### config.mk
export PLATFORM = sky130hd
export DESIGN_NAME = topic_filter_wildcard_match
export DESIGN_NICKNAME = d
export VERILOG_FILES = /design/src/rtl/tfwm_pkg.sv /design/src/rtl/tfwm_store.sv /design/src/rtl/topic_filter_wildcard_match.sv
export VERILOG_INCLUDE_DIRS = /design/src /design/src/rtl
export SDC_FILE = /design/constraint.sdc
export NUM_CORES = 2
export LEC_CHECK = 0
export BUFFER_PORTS_ARGS = -buffer_cell sky130_fd_sc_hd__buf_2
export CORE_ASPECT_RATIO = 1.25
export CORE_UTILIZATION = 67
export CTS_CLUSTER_DIAMETER = 150
export DETAILED_ROUTE_END_ITERATION = 10
export PLACE_DENSITY = 0.83
export SLEW_MARGIN = 20
export SYNTH_ARGS = -nofsm -noshare
export SYNTH_HDL_FRONTEND = slang
export SYNTH_SLANG_ARGS = --single-unit
### constraint.sdc
create_clock -name clk -period 9.7 [get_ports clk]
set_input_delay 0.97 -clock clk [delete_from_list [all_inputs] [get_ports clk]]
set_output_delay 0.97 -clock clk [all_outputs]
set_load 0.01 [all_outputs]
### src/rtl/topic_filter_wildcard_match_assert.svh
// Assertion macros for the topic filter matcher.
// Needs a clock named clk and an active-low reset named arst_n in the including module.
`ifndef TOPIC_FILTER_WILDCARD_MATCH_ASSERT_SVH
`define TOPIC_FILTER_WILDCARD_MATCH_ASSERT_SVH

// Same-cycle implication.
`define TFWM_ASSERT_IMPL(lbl, pre, con, msg) \
	lbl: assert property (@(posedge clk) disable iff (!arst_n) (pre) |-> (con)) else $error(msg);

// Next-cycle implication.
`define TFWM_ASSERT_NEXT(lbl, pre, con, msg) \
	lbl: assert property (@(posedge clk) disable iff (!arst_n) (pre) |=> (con)) else $error(msg);

`endif

### src/rtl/tfwm_pkg.sv
// Shared types and character codes for the topic filter matcher.
// No dependencies.
package tfwm_pkg;

	localparam logic [7:0] CHAR_HASH   = 8'h23;
	localparam logic [7:0] CHAR_PLUS   = 8'h2B;
	localparam logic [7:0] CHAR_DOLLAR = 8'h24;
	localparam logic [7:0] CHAR_SLASH  = 8'h2F;

	typedef struct packed {
		logic [7:0] b0;
		logic [7:0] b1;
	} tfwm_head_t;

endpackage

### src/rtl/tfwm_store.sv
// Filter byte memory with load control, length and overflow tracking.
// Depends on tfwm_pkg.
module tfwm_store #(
	parameter int FILTER_DEPTH = 256
) (
	input  logic                               clk,
	input  logic                               arst_n,
	input  logic                               wr_en,
	input  logic [7:0]                         wr_byte,
	input  logic                               wr_last,
	input  logic                               topic_take,
	input  logic [$clog2(FILTER_DEPTH)-1:0]    rd_addr,
	output logic [7:0]                         rd_data,
	output tfwm_pkg::tfwm_head_t               head,
	output logic [$clog2(FILTER_DEPTH+1)-1:0]  flen,
	output logic                               fovf
);
	import tfwm_pkg::*;

	localparam int LW = $clog2(FILTER_DEPTH + 1);
	localparam int AW = $clog2(FILTER_DEPTH);

	logic [7:0]    mem [FILTER_DEPTH];
	logic [LW-1:0] flen_q;
	logic          fovf_q;
	logic          loading_q;
	logic [LW-1:0] base_len;
	logic          room;

	assign base_len = loading_q ? flen_q : '0;
	assign room     = base_len < LW'(FILTER_DEPTH);
	assign flen     = flen_q;
	assign fovf     = fovf_q;

	always_ff @(posedge clk) begin
		if (wr_en && room) begin
			mem[base_len[AW-1:0]] <= wr_byte;
		end
		rd_data <= mem[rd_addr];
	end

	always_ff @(posedge clk) begin
		if (wr_en && (base_len == '0)) begin
			head.b0 <= wr_byte;
		end
		if (wr_en && (base_len == LW'(1))) begin
			head.b1 <= wr_byte;
		end
	end

	always_ff @(posedge clk or negedge arst_n) begin
		if (!arst_n) begin
			flen_q    <= '0;
			fovf_q    <= 1'b0;
			loading_q <= 1'b0;
		end else if (wr_en) begin
			flen_q    <= room ? base_len + LW'(1) : base_len;
			fovf_q    <= (loading_q && fovf_q) || !room;
			loading_q <= !wr_last;
		end else if (topic_take) begin
			loading_q <= 1'b0;
		end
	end

endmodule

### src/rtl/topic_filter_wildcard_match.sv
// Top level of the topic filter matcher: topic byte matching and result buffering.
// Depends on tfwm_pkg, tfwm_store and topic_filter_wildcard_match_assert.svh.
//
//   channel | valid     | stall     | word
//   --------+-----------+-----------+------------------------------
//   request | req_valid | req_stall | req_type, data_byte, last
//   result  | res_valid | res_stall | matched, filter_error
//
// Filter and topic bytes are taken while req_stall is low; the filter memory is read two positions ahead.
// A topic '/' that meets a run of '+' filter bytes is walked over that run, one memory read per step.
// After reset the filter is empty; the memory needs no clearing pass.
// req_stall is high while such a run is walked or while two result words wait.
`include "topic_filter_wildcard_match_assert.svh"

module topic_filter_wildcard_match #(
	parameter int FILTER_DEPTH = 256
) (
	input  logic       clk,
	input  logic       arst_n,
	input  logic       req_valid,
	output logic       req_stall,
	input  logic       req_type,
	input  logic [7:0] data_byte,
	input  logic       last,
	output logic       res_valid,
	input  logic       res_stall,
	output logic       matched,
	output logic       filter_error
);
	import tfwm_pkg::*;

	localparam int LW = $clog2(FILTER_DEPTH + 1);
	localparam int AW = $clog2(FILTER_DEPTH);

	typedef enum logic [1:0] {
		PH_COMPARE,
		PH_SKIP,
		PH_HIT,
		PH_MISS
	} phase_t;

	typedef struct packed {
		logic matched;
		logic filter_error;
	} result_t;

	phase_t        phase_q, phase_e, nph;
	logic [LW-1:0] pos_q, pos_e, npos;
	logic [7:0]    c0_q, c1_q, c0_e, c1_e, b_e, c_end;
	logic          c1_fwd_q;
	logic          fresh_q;
	logic          walk_q, walk_last_q;
	logic          take, topic_take, filter_take, run, again, cmp, adv, produce;
	logic          verdict, ferr;
	logic [LW:0]   ra_sum;
	logic [AW-1:0] rd_addr;
	logic [7:0]    rd_data;
	tfwm_head_t    head;
	logic [LW-1:0] flen;
	logic          fovf;
	result_t       res_new, out_q, skid_q;
	logic          out_valid_q, skid_valid_q;

	assign req_stall    = walk_q || skid_valid_q;
	assign take         = req_valid && !req_stall;
	assign topic_take   = take && req_type;
	assign filter_take  = take && !req_type;
	assign run          = topic_take || walk_q;

	assign phase_e = fresh_q ? PH_COMPARE : phase_q;
	assign pos_e   = fresh_q ? '0 : pos_q;
	assign c0_e    = fresh_q ? head.b0 : c0_q;
	assign c1_e    = fresh_q ? head.b1 : (c1_fwd_q ? rd_data : c1_q);
	assign b_e     = walk_q ? CHAR_SLASH : data_byte;

	assign ra_sum  = {1'b0, pos_e} + (LW+1)'(2);
	assign rd_addr = ra_sum[AW-1:0];

	tfwm_store #(
		.FILTER_DEPTH(FILTER_DEPTH)
	) u_store (
		.clk       (clk),
		.arst_n    (arst_n),
		.wr_en     (filter_take),
		.wr_byte   (data_byte),
		.wr_last   (last),
		.topic_take(topic_take),
		.rd_addr   (rd_addr),
		.rd_data   (rd_data),
		.head      (head),
		.flen      (flen),
		.fovf      (fovf)
	);

	always_comb begin
		nph   = phase_e;
		npos  = pos_e;
		again = 1'b0;
		cmp   = 1'b0;
		if (phase_e == PH_SKIP) begin
			if (b_e == CHAR_SLASH) begin
				nph = PH_COMPARE;
				cmp = 1'b1;
			end
		end else if (phase_e == PH_COMPARE) begin
			cmp = 1'b1;
		end
		if (cmp) begin
			if (pos_e >= flen) begin
				nph = PH_MISS;
			end else if (c0_e == CHAR_HASH) begin
				nph = (b_e == CHAR_DOLLAR) ? PH_MISS : PH_HIT;
			end else if (c0_e == CHAR_PLUS) begin
				if (b_e == CHAR_DOLLAR) begin
					nph = PH_MISS;
				end else begin
					npos = pos_e + LW'(1);
					if (b_e == CHAR_SLASH) begin
						nph   = PH_COMPARE;
						again = 1'b1;
					end else begin
						nph = PH_SKIP;
					end
				end
			end else if (c0_e != b_e) begin
				nph = PH_MISS;
			end else begin
				npos = pos_e + LW'(1);
			end
		end
	end

	assign adv     = run && (npos != pos_e);
	assign c_end   = adv ? c1_e : c0_e;
	assign verdict = (nph == PH_HIT) || (nph == PH_SKIP) ||
		((nph == PH_COMPARE) && ((npos >= flen) || (c_end == CHAR_HASH) ||
		(c_end == CHAR_PLUS)));
	assign ferr    = (flen == '0) || fovf;
	assign res_new = '{matched: verdict && !ferr, filter_error: ferr};
	assign produce = run && !again && (walk_q ? walk_last_q : last);

	always_ff @(posedge clk) begin
		if (adv) begin
			c0_q <= c1_e;
		end else begin
			c0_q <= c0_e;
			c1_q <= c1_e;
		end
		if (run) begin
			pos_q <= npos;
		end else begin
			pos_q <= pos_e;
		end
		if (topic_take) begin
			walk_last_q <= last;
		end
	end

	always_ff @(posedge clk or negedge arst_n) begin
		if (!arst_n) begin
			phase_q  <= PH_COMPARE;
			fresh_q  <= 1'b1;
			walk_q   <= 1'b0;
			c1_fwd_q <= 1'b0;
		end else begin
			c1_fwd_q <= adv;
			if (filter_take) begin
				fresh_q <= 1'b1;
			end else if (run) begin
				phase_q <= nph;
				walk_q  <= again;
				fresh_q <= produce;
			end
		end
	end

	always_ff @(posedge clk) begin
		if (!out_valid_q || !res_stall) begin
			if (skid_valid_q) begin
				out_q  <= skid_q;
				skid_q <= res_new;
			end else begin
				out_q <= res_new;
			end
		end else if (produce) begin
			skid_q <= res_new;
		end
	end

	always_ff @(posedge clk or negedge arst_n) begin
		if (!arst_n) begin
			out_valid_q  <= 1'b0;
			skid_valid_q <= 1'b0;
		end else if (!out_valid_q || !res_stall) begin
			if (skid_valid_q) begin
				out_valid_q  <= 1'b1;
				skid_valid_q <= produce;
			end else begin
				out_valid_q <= produce;
			end
		end else if (produce) begin
			skid_valid_q <= 1'b1;
		end
	end

	assign res_valid    = out_valid_q;
	assign matched      = out_q.matched;
	assign filter_error = out_q.filter_error;

	`TFWM_ASSERT_IMPL(a_skid_behind_out, skid_valid_q, out_valid_q, "skid word without output word")
	`TFWM_ASSERT_IMPL(a_walk_state, walk_q, (phase_q == PH_COMPARE) && !fresh_q, "bad walk state")
	`TFWM_ASSERT_IMPL(a_pos_in_range, !fresh_q, pos_q <= flen, "match position past filter end")
	`TFWM_ASSERT_NEXT(a_walk_starts, run && again, walk_q && req_stall, "plus run walk did not start")
	`TFWM_ASSERT_IMPL(a_result_excl, out_valid_q, !(out_q.matched && out_q.filter_error), "match with error")

endmodule
Word-level counts from Yosys, hierarchy flattened
Memory sizes are Yosys's and may differ from the RTL's. A register that Yosys moved wholly into a read port is not among the register bits. Index checks and enable logic that the tools add are counted.

Register bits after elaboration: 64. Bits in writable memories: 2048. Output and inout bits: 4. Word-level logic and storage cells: 127. Memories kept: 1.

$add $sub $neg: 3. $lt $le $gt $ge: 3. Equal/unequal tests: 13. Multiplexer cells: 49. Bitwise logic cells: 1. Reductions and logical operators: 38.

Memories: u_store.mem (words 256, bits a word 8, rd ports 1, clocked after memory_dff 1, write ports 1, RTL line tfwm_store.sv:23) `logic [7:0] mem [FILTER_DEPTH];`.

Operators by type and width (count): 2-to-1 mux 9 bit (10); equality test 8 x 6 -> 1 bit, second input constant (6); 2-to-1 mux 8 bit (5); 2-to-1 mux 2 bit (13); 2-to-1 mux 1 bit (21); adder 9 x 1 -> 9 bit, second input constant (2); greater-or-equal comparator 9 bit (2); zero test 9 bit (2); logical AND 1 bit (12); equality test 9 x 1 -> 1 bit, second input constant (1); logical OR 1 bit (9); less-than comparator 9 bit, second input constant (1); inequality test 9 bit (1); adder 8 x 2 -> 8 bit, second input constant (1); zero test 1 bit (8); inequality test 8 bit (1); nonzero test 2 bit (3); equality test 2 x 1 -> 1 bit, second input constant (2); zero test 2 bit (2); AND reduction 2 bit (2); equality test 2 bit, second input constant (1); inequality test 2 bit, second input constant (1); NOT 1 bit (1).

Logic depth before layout (Yosys ltp)
Depth after elaboration: 18. Depth in mapped cells: 23.

Cells and area by module
From an unflattened synthesis, not the netlist that was laid out.

Cells, all modules: 4195. Area, all modules: 83814.1 um^2.

By module, submodules not included: tfwm_store (instances 1, cells an instance 3881, area each 81026.5 um^2, seq. area each 62414.9 um^2); topic_filter_wildcard_match (instances 1, cells an instance 314, area each 2787.7 um^2, seq. area each 907.1 um^2).

Worst setup path before layout
No wires, ideal clock.

Path type: flip-flop to flip-flop. From: register fresh_q. To: register out_q (netlist bit matched), data pin. Data arrival time: 4.811 ns. Path slack: 4.630 ns. Stages on the path, launching flop included: 23. Path buffers: 6. Cells stage by stage: dfstp_2 buf_6 nand2b_1 buf_2 clkbuf_1 clkbuf_1 buf_1 ha_1 nand2b_1 a21oi_1 o22a_1 o221ai_1 nor2b_1 buf_2 mux2_2 ha_1 a21o_1 a21o_1 a211oi_1 o21ai_0 a2111oi_2 a211oi_1 mux2_2.

RTL lines: start: declaration (RTL line topic_filter_wildcard_match.sv:51) `logic fresh_q;`; start signal: assignment (RTL line topic_filter_wildcard_match.sv:172) `fresh_q <= produce;`; end signal: assignment (RTL line topic_filter_wildcard_match.sv:180) `out_q <= skid_q;`; end signal: assignment (RTL line topic_filter_wildcard_match.sv:183) `out_q <= res_new;`; end: declaration (RTL line topic_filter_wildcard_match.sv:61) `result_t res_new, out_q, skid_q;`.

==> results.sh <==
export IMPL_clock_sinks=2120
export IMPL_worst_ep_arrival_time_ps=6910
export IMPL_htree_levels=4
export IMPL_ir_worst_vdd_mv=0.189
export IMPL_drv_cap=0
export IMPL_crit_fanout=45
export IMPL_start_util_pct=67.8
export IMPL_cts_buffer_depth=3
export IMPL_grt_pass1_vias=51100
export IMPL_grt_pass1_wl_um=353000
export IMPL_wirelength_um=251000
export IMPL_power_leakage_nw=28.6
export IMPL_yosysSeqAreaShare_pct=74.7
export IMPL_postSynth_asyncResetShare_pct=0.849
export IMPL_skew_ps=52.3
export IMPL_dpl_worst_slack_ps=3460
export IMPL_cts_tree="built"
export IMPL_netlist_cell_type_count=79
export IMPL_drv_slew=0
export IMPL_dieWidth_um=320
export IMPL_fin_tns_setup_ps=0
export IMPL_required_ps=10280
export IMPL_outcome="finished, final reports clean"
export IMPL_finalCritPeriodShare_pct=65.3
export IMPL_use_met1_pct=47.5
export IMPL_grt_overflow=0
export IMPL_vias_per_cell=7.34
export IMPL_die_h_um=400
export IMPL_nFillCells=6759
export IMPL_clkPwrFrac_pct=41.3
export IMPL_seq_area_um2=63300
export IMPL_cts_setup_buffers=0
export IMPL_io_pins=18
export IMPL_dr_pass1_iters=9
export IMPL_powerDensity_nw_per_um2=196
export IMPL_antenna_found_initial=15
export IMPL_drive_gt1_share_pct=10.9
export IMPL_ctsHoldBuffers=0
export IMPL_start_kind="flop"
export IMPL_grt_max_degree=158
export IMPL_timing_rr_start="fresh_q$_DFFE_PN1P_"
export IMPL_criticalPathCategory="flop to flop"
export IMPL_internal_power_mw=14.3
export IMPL_synth_edf_count=2077
export IMPL_worst_pin_slew_ps=1340
export IMPL_use_met3_pct=12.1
export IMPL_comb_power_share_pct=3.0
export IMPL_first_iter_violations=9441
export IMPL_netlist_area_um2=84800
export IMPL_cts_resized=0
export IMPL_synth_nets=5530
export IMPL_gr_usage_met2_pct=61.1
export IMPL_setup_ws_ps=3370
export IMPL_clkTransAtPathRegs_ps=70
export IMPL_period_minus_slack_ps=6330
export IMPL_detail_route_antenna_nets=0
export IMPL_top_usage_layer="met2"
export IMPL_root_buffer="clkbuf_16"
export IMPL_dp_hpwl_um=147000
export IMPL_crit_path_end_kind="flop"
export IMPL_drt_wirelength_per_cell_um=34.7
export IMPL_gp_congestion=1.01
export IMPL_syn_to_final_growth_pct=9.25
export IMPL_ys_warn_count=0
export IMPL_min_path_type="input port to asynchronous set/reset pin"
export IMPL_setup_viol=0
export IMPL_grtUsageTotal_pct=39.2
export IMPL_multi_input_area_um2=19900
export IMPL_max_freq_mhz=158
export IMPL_insertion_delay_ps=860
export IMPL_syn_inst=5494
export IMPL_slew_limit_headroom_pct=10.7
export IMPL_ff2ff_setup_slack_ps=3370
export IMPL_synthFlopType="edfxtp_1"
export IMPL_dr_total_vias=53100
export IMPL_fin_nets=5494
export IMPL_synth_seq_cells=2120
export IMPL_core_area_um2=125000
export IMPL_switching_share_pct=21.1
export IMPL_drc=0
export IMPL_fp_row_count=145
export IMPL_p_switching_mw=3.82
export IMPL_syn_avg_cell_area_um2=15.4
export IMPL_p_seq_share_pct=55.6
export IMPL_die_area_um2=128000
export IMPL_rsz0062_at_grt="no"
export IMPL_io_buffers=17
export IMPL_hold_viol=0
export IMPL_rr_endpoint="matched$_DFFE_PP_"
export IMPL_reg2reg_depth=20
export IMPL_numCtsBuffers=183
registers in the layout, summed over array words and instances, names as in the netlist:
name and flops:
pos_q 9, filter_error 1, u_store.fovf 1, u_store.head 16
phase_q 2, walk_q 1, skid_valid_q 1, u_store.flen 9
fresh_q 1, u_store.mem 2048, matched 1, skid_q 2
u_store.rd_data 8, c1_fwd_q 1, walk_last_q 1, res_valid 1
c0_q 8, u_store.loading_q 1, c1_q 8
metrics by stage:
| stage | power [mW] | hold WS [ps] | utilization, % | instance area (um^2) | cells |
|---|---|---|---|---|---|
| after CTS | 18.1 | 57.3 | 74.0 | 92600 | 7231 |
| final | 18.2 | 92.0 | 74.0 | 92700 | 7240 |
| after detailed placement | 10.8 | 496 | 69.1 | 86500 | 6889 |
| after global routing | 18.5 | 102 | 74.0 | 92700 | 7234 |
| after floorplan | 10.5 | 464 | - | 84800 | 5494 |
| after global placement | 10.8 | 477 | 69.1 | 86500 | 6889 |
cells in the mapped netlist, types with 12 or more instances:
cell | number | share of area, %
nor2_1 | 328 | 1.5
xnor2_1 | 24 | 0.25
mux4_2 | 148 | 3.9
nand3_1 | 85 | 0.50
o21ai_0 | 86 | 0.51
a311oi_1 | 35 | 0.36
clkbuf_1 | 177 | 0.78
inv_1 | 25 | 0.11
dfxtp_1 | 25 | 0.59
ha_1 | 22 | 0.32
nor4_1 | 12 | 0.089
a2111oi_0 | 92 | 0.95
nor3_1 | 30 | 0.18
a31oi_1 | 120 | 0.89
mux2i_1 | 274 | 3.2
o221ai_1 | 50 | 0.52
o22ai_1 | 64 | 0.47
a211oi_1 | 132 | 1.2
buf_2 | 122 | 0.72
nand2_1 | 843 | 3.7
nand4_1 | 30 | 0.22
nor2b_1 | 122 | 0.90
edfxtp_1 | 2077 | 74
a21oi_1 | 300 | 1.8
buf_4 | 32 | 0.28
buf_1 | 24 | 0.11
o211ai_1 | 12 | 0.11
dfrtp_1 | 17 | 0.50
a22oi_1 | 14 | 0.12
mux2_2 | 18 | 0.24
cell usage in the layout, fill, tap and decap left out, drive strengths merged, types with 64 or more instances in the layout:
cell	n
nor2	328
o22ai	64
a2111oi	93
mux2i	275
nand2	843
edfxtp	2077
buf	129
a21oi	300
nor2b	122
clkinv	86
a31oi	120
o21ai	89
nand3	85
mux4	148
a211oi	132
clkbuf	232
worst max path at each step:
stage                         from                end  slack, ps
2_1_floorplan  fresh_q$_DFFE_PN1P_  matched$_DFFE_PP_       4630
3_3_place_gp          data_byte[5]  matched$_DFFE_PP_       3530
3_5_place_dp          data_byte[5]  matched$_DFFE_PP_       3460
4_1_cts        fresh_q$_DFFE_PN1P_  matched$_DFFE_PP_       3480
5_1_grt        fresh_q$_DFFE_PN1P_  matched$_DFFE_PP_       3030
6_report       fresh_q$_DFFE_PN1P_  matched$_DFFE_PP_       3370
worst max-delay path: stages (launching register included):
cell	delay [ps]
dfstp_2	780
buf_4	600
inv_2	70
buf_4	280
nand2_1	200
inv_1	120
ha_1	300
a21oi_1	140
o22ai_1	100
nor2_1	180
o221ai_1	260
nor2b_1	750
mux2_2	430
ha_1	280
a21o_1	170
a21o_1	180
a211oi_1	210
o21ai_0	210
a2111oi_2	350
a211oi_1	110
mux2_2	290
power by group through the flow:
stage | combinational, mW | sequential, mW | clock [mW]
floorplan | 0.216 | 10.3 | 0
global placement | 0.502 | 10.3 | 0
detailed placement | 0.517 | 10.3 | 0
CTS | 0.522 | 10.1 | 7.46
global route | 0.560 | 10.1 | 7.80
finish | 0.553 | 10.1 | 7.50
routing by layer:
layer | part of all wire [%] | vias to the layer above
li1 | - | 21200
met1 | 31 | 25800
met2 | 46 | 4946
met3 | 14 | 1151
met4 | 8.1 | 22
met5 | 0.072 | -
cell families (layout without fill, tap and decap cells):
logic type      after synthesis  count (layout)  synth area share (%)
flops                      2120            2120                  74.7
buf+inv                     389             510                  2.07
simple gates               1509            1509                  7.56
compound gates              980             980                  7.63
mux                         441             441                  7.42
other cells                   0               8                     0
xor+xnor                     32              32                 0.330
fa+ha+maj                    23              23                 0.336
final cells by class:
cell class	instances	area share (%)
flip-flops and latches	2120	68.3
inverters	31	0.135
clock inverters	118	1.39
multi-input cells	2985	21.5
clock buffers	224	5.19
repair buffers	137	1.28
diodes	8	0.0216
well taps	1617	2.18
Power figures use the tool's default switching activity.
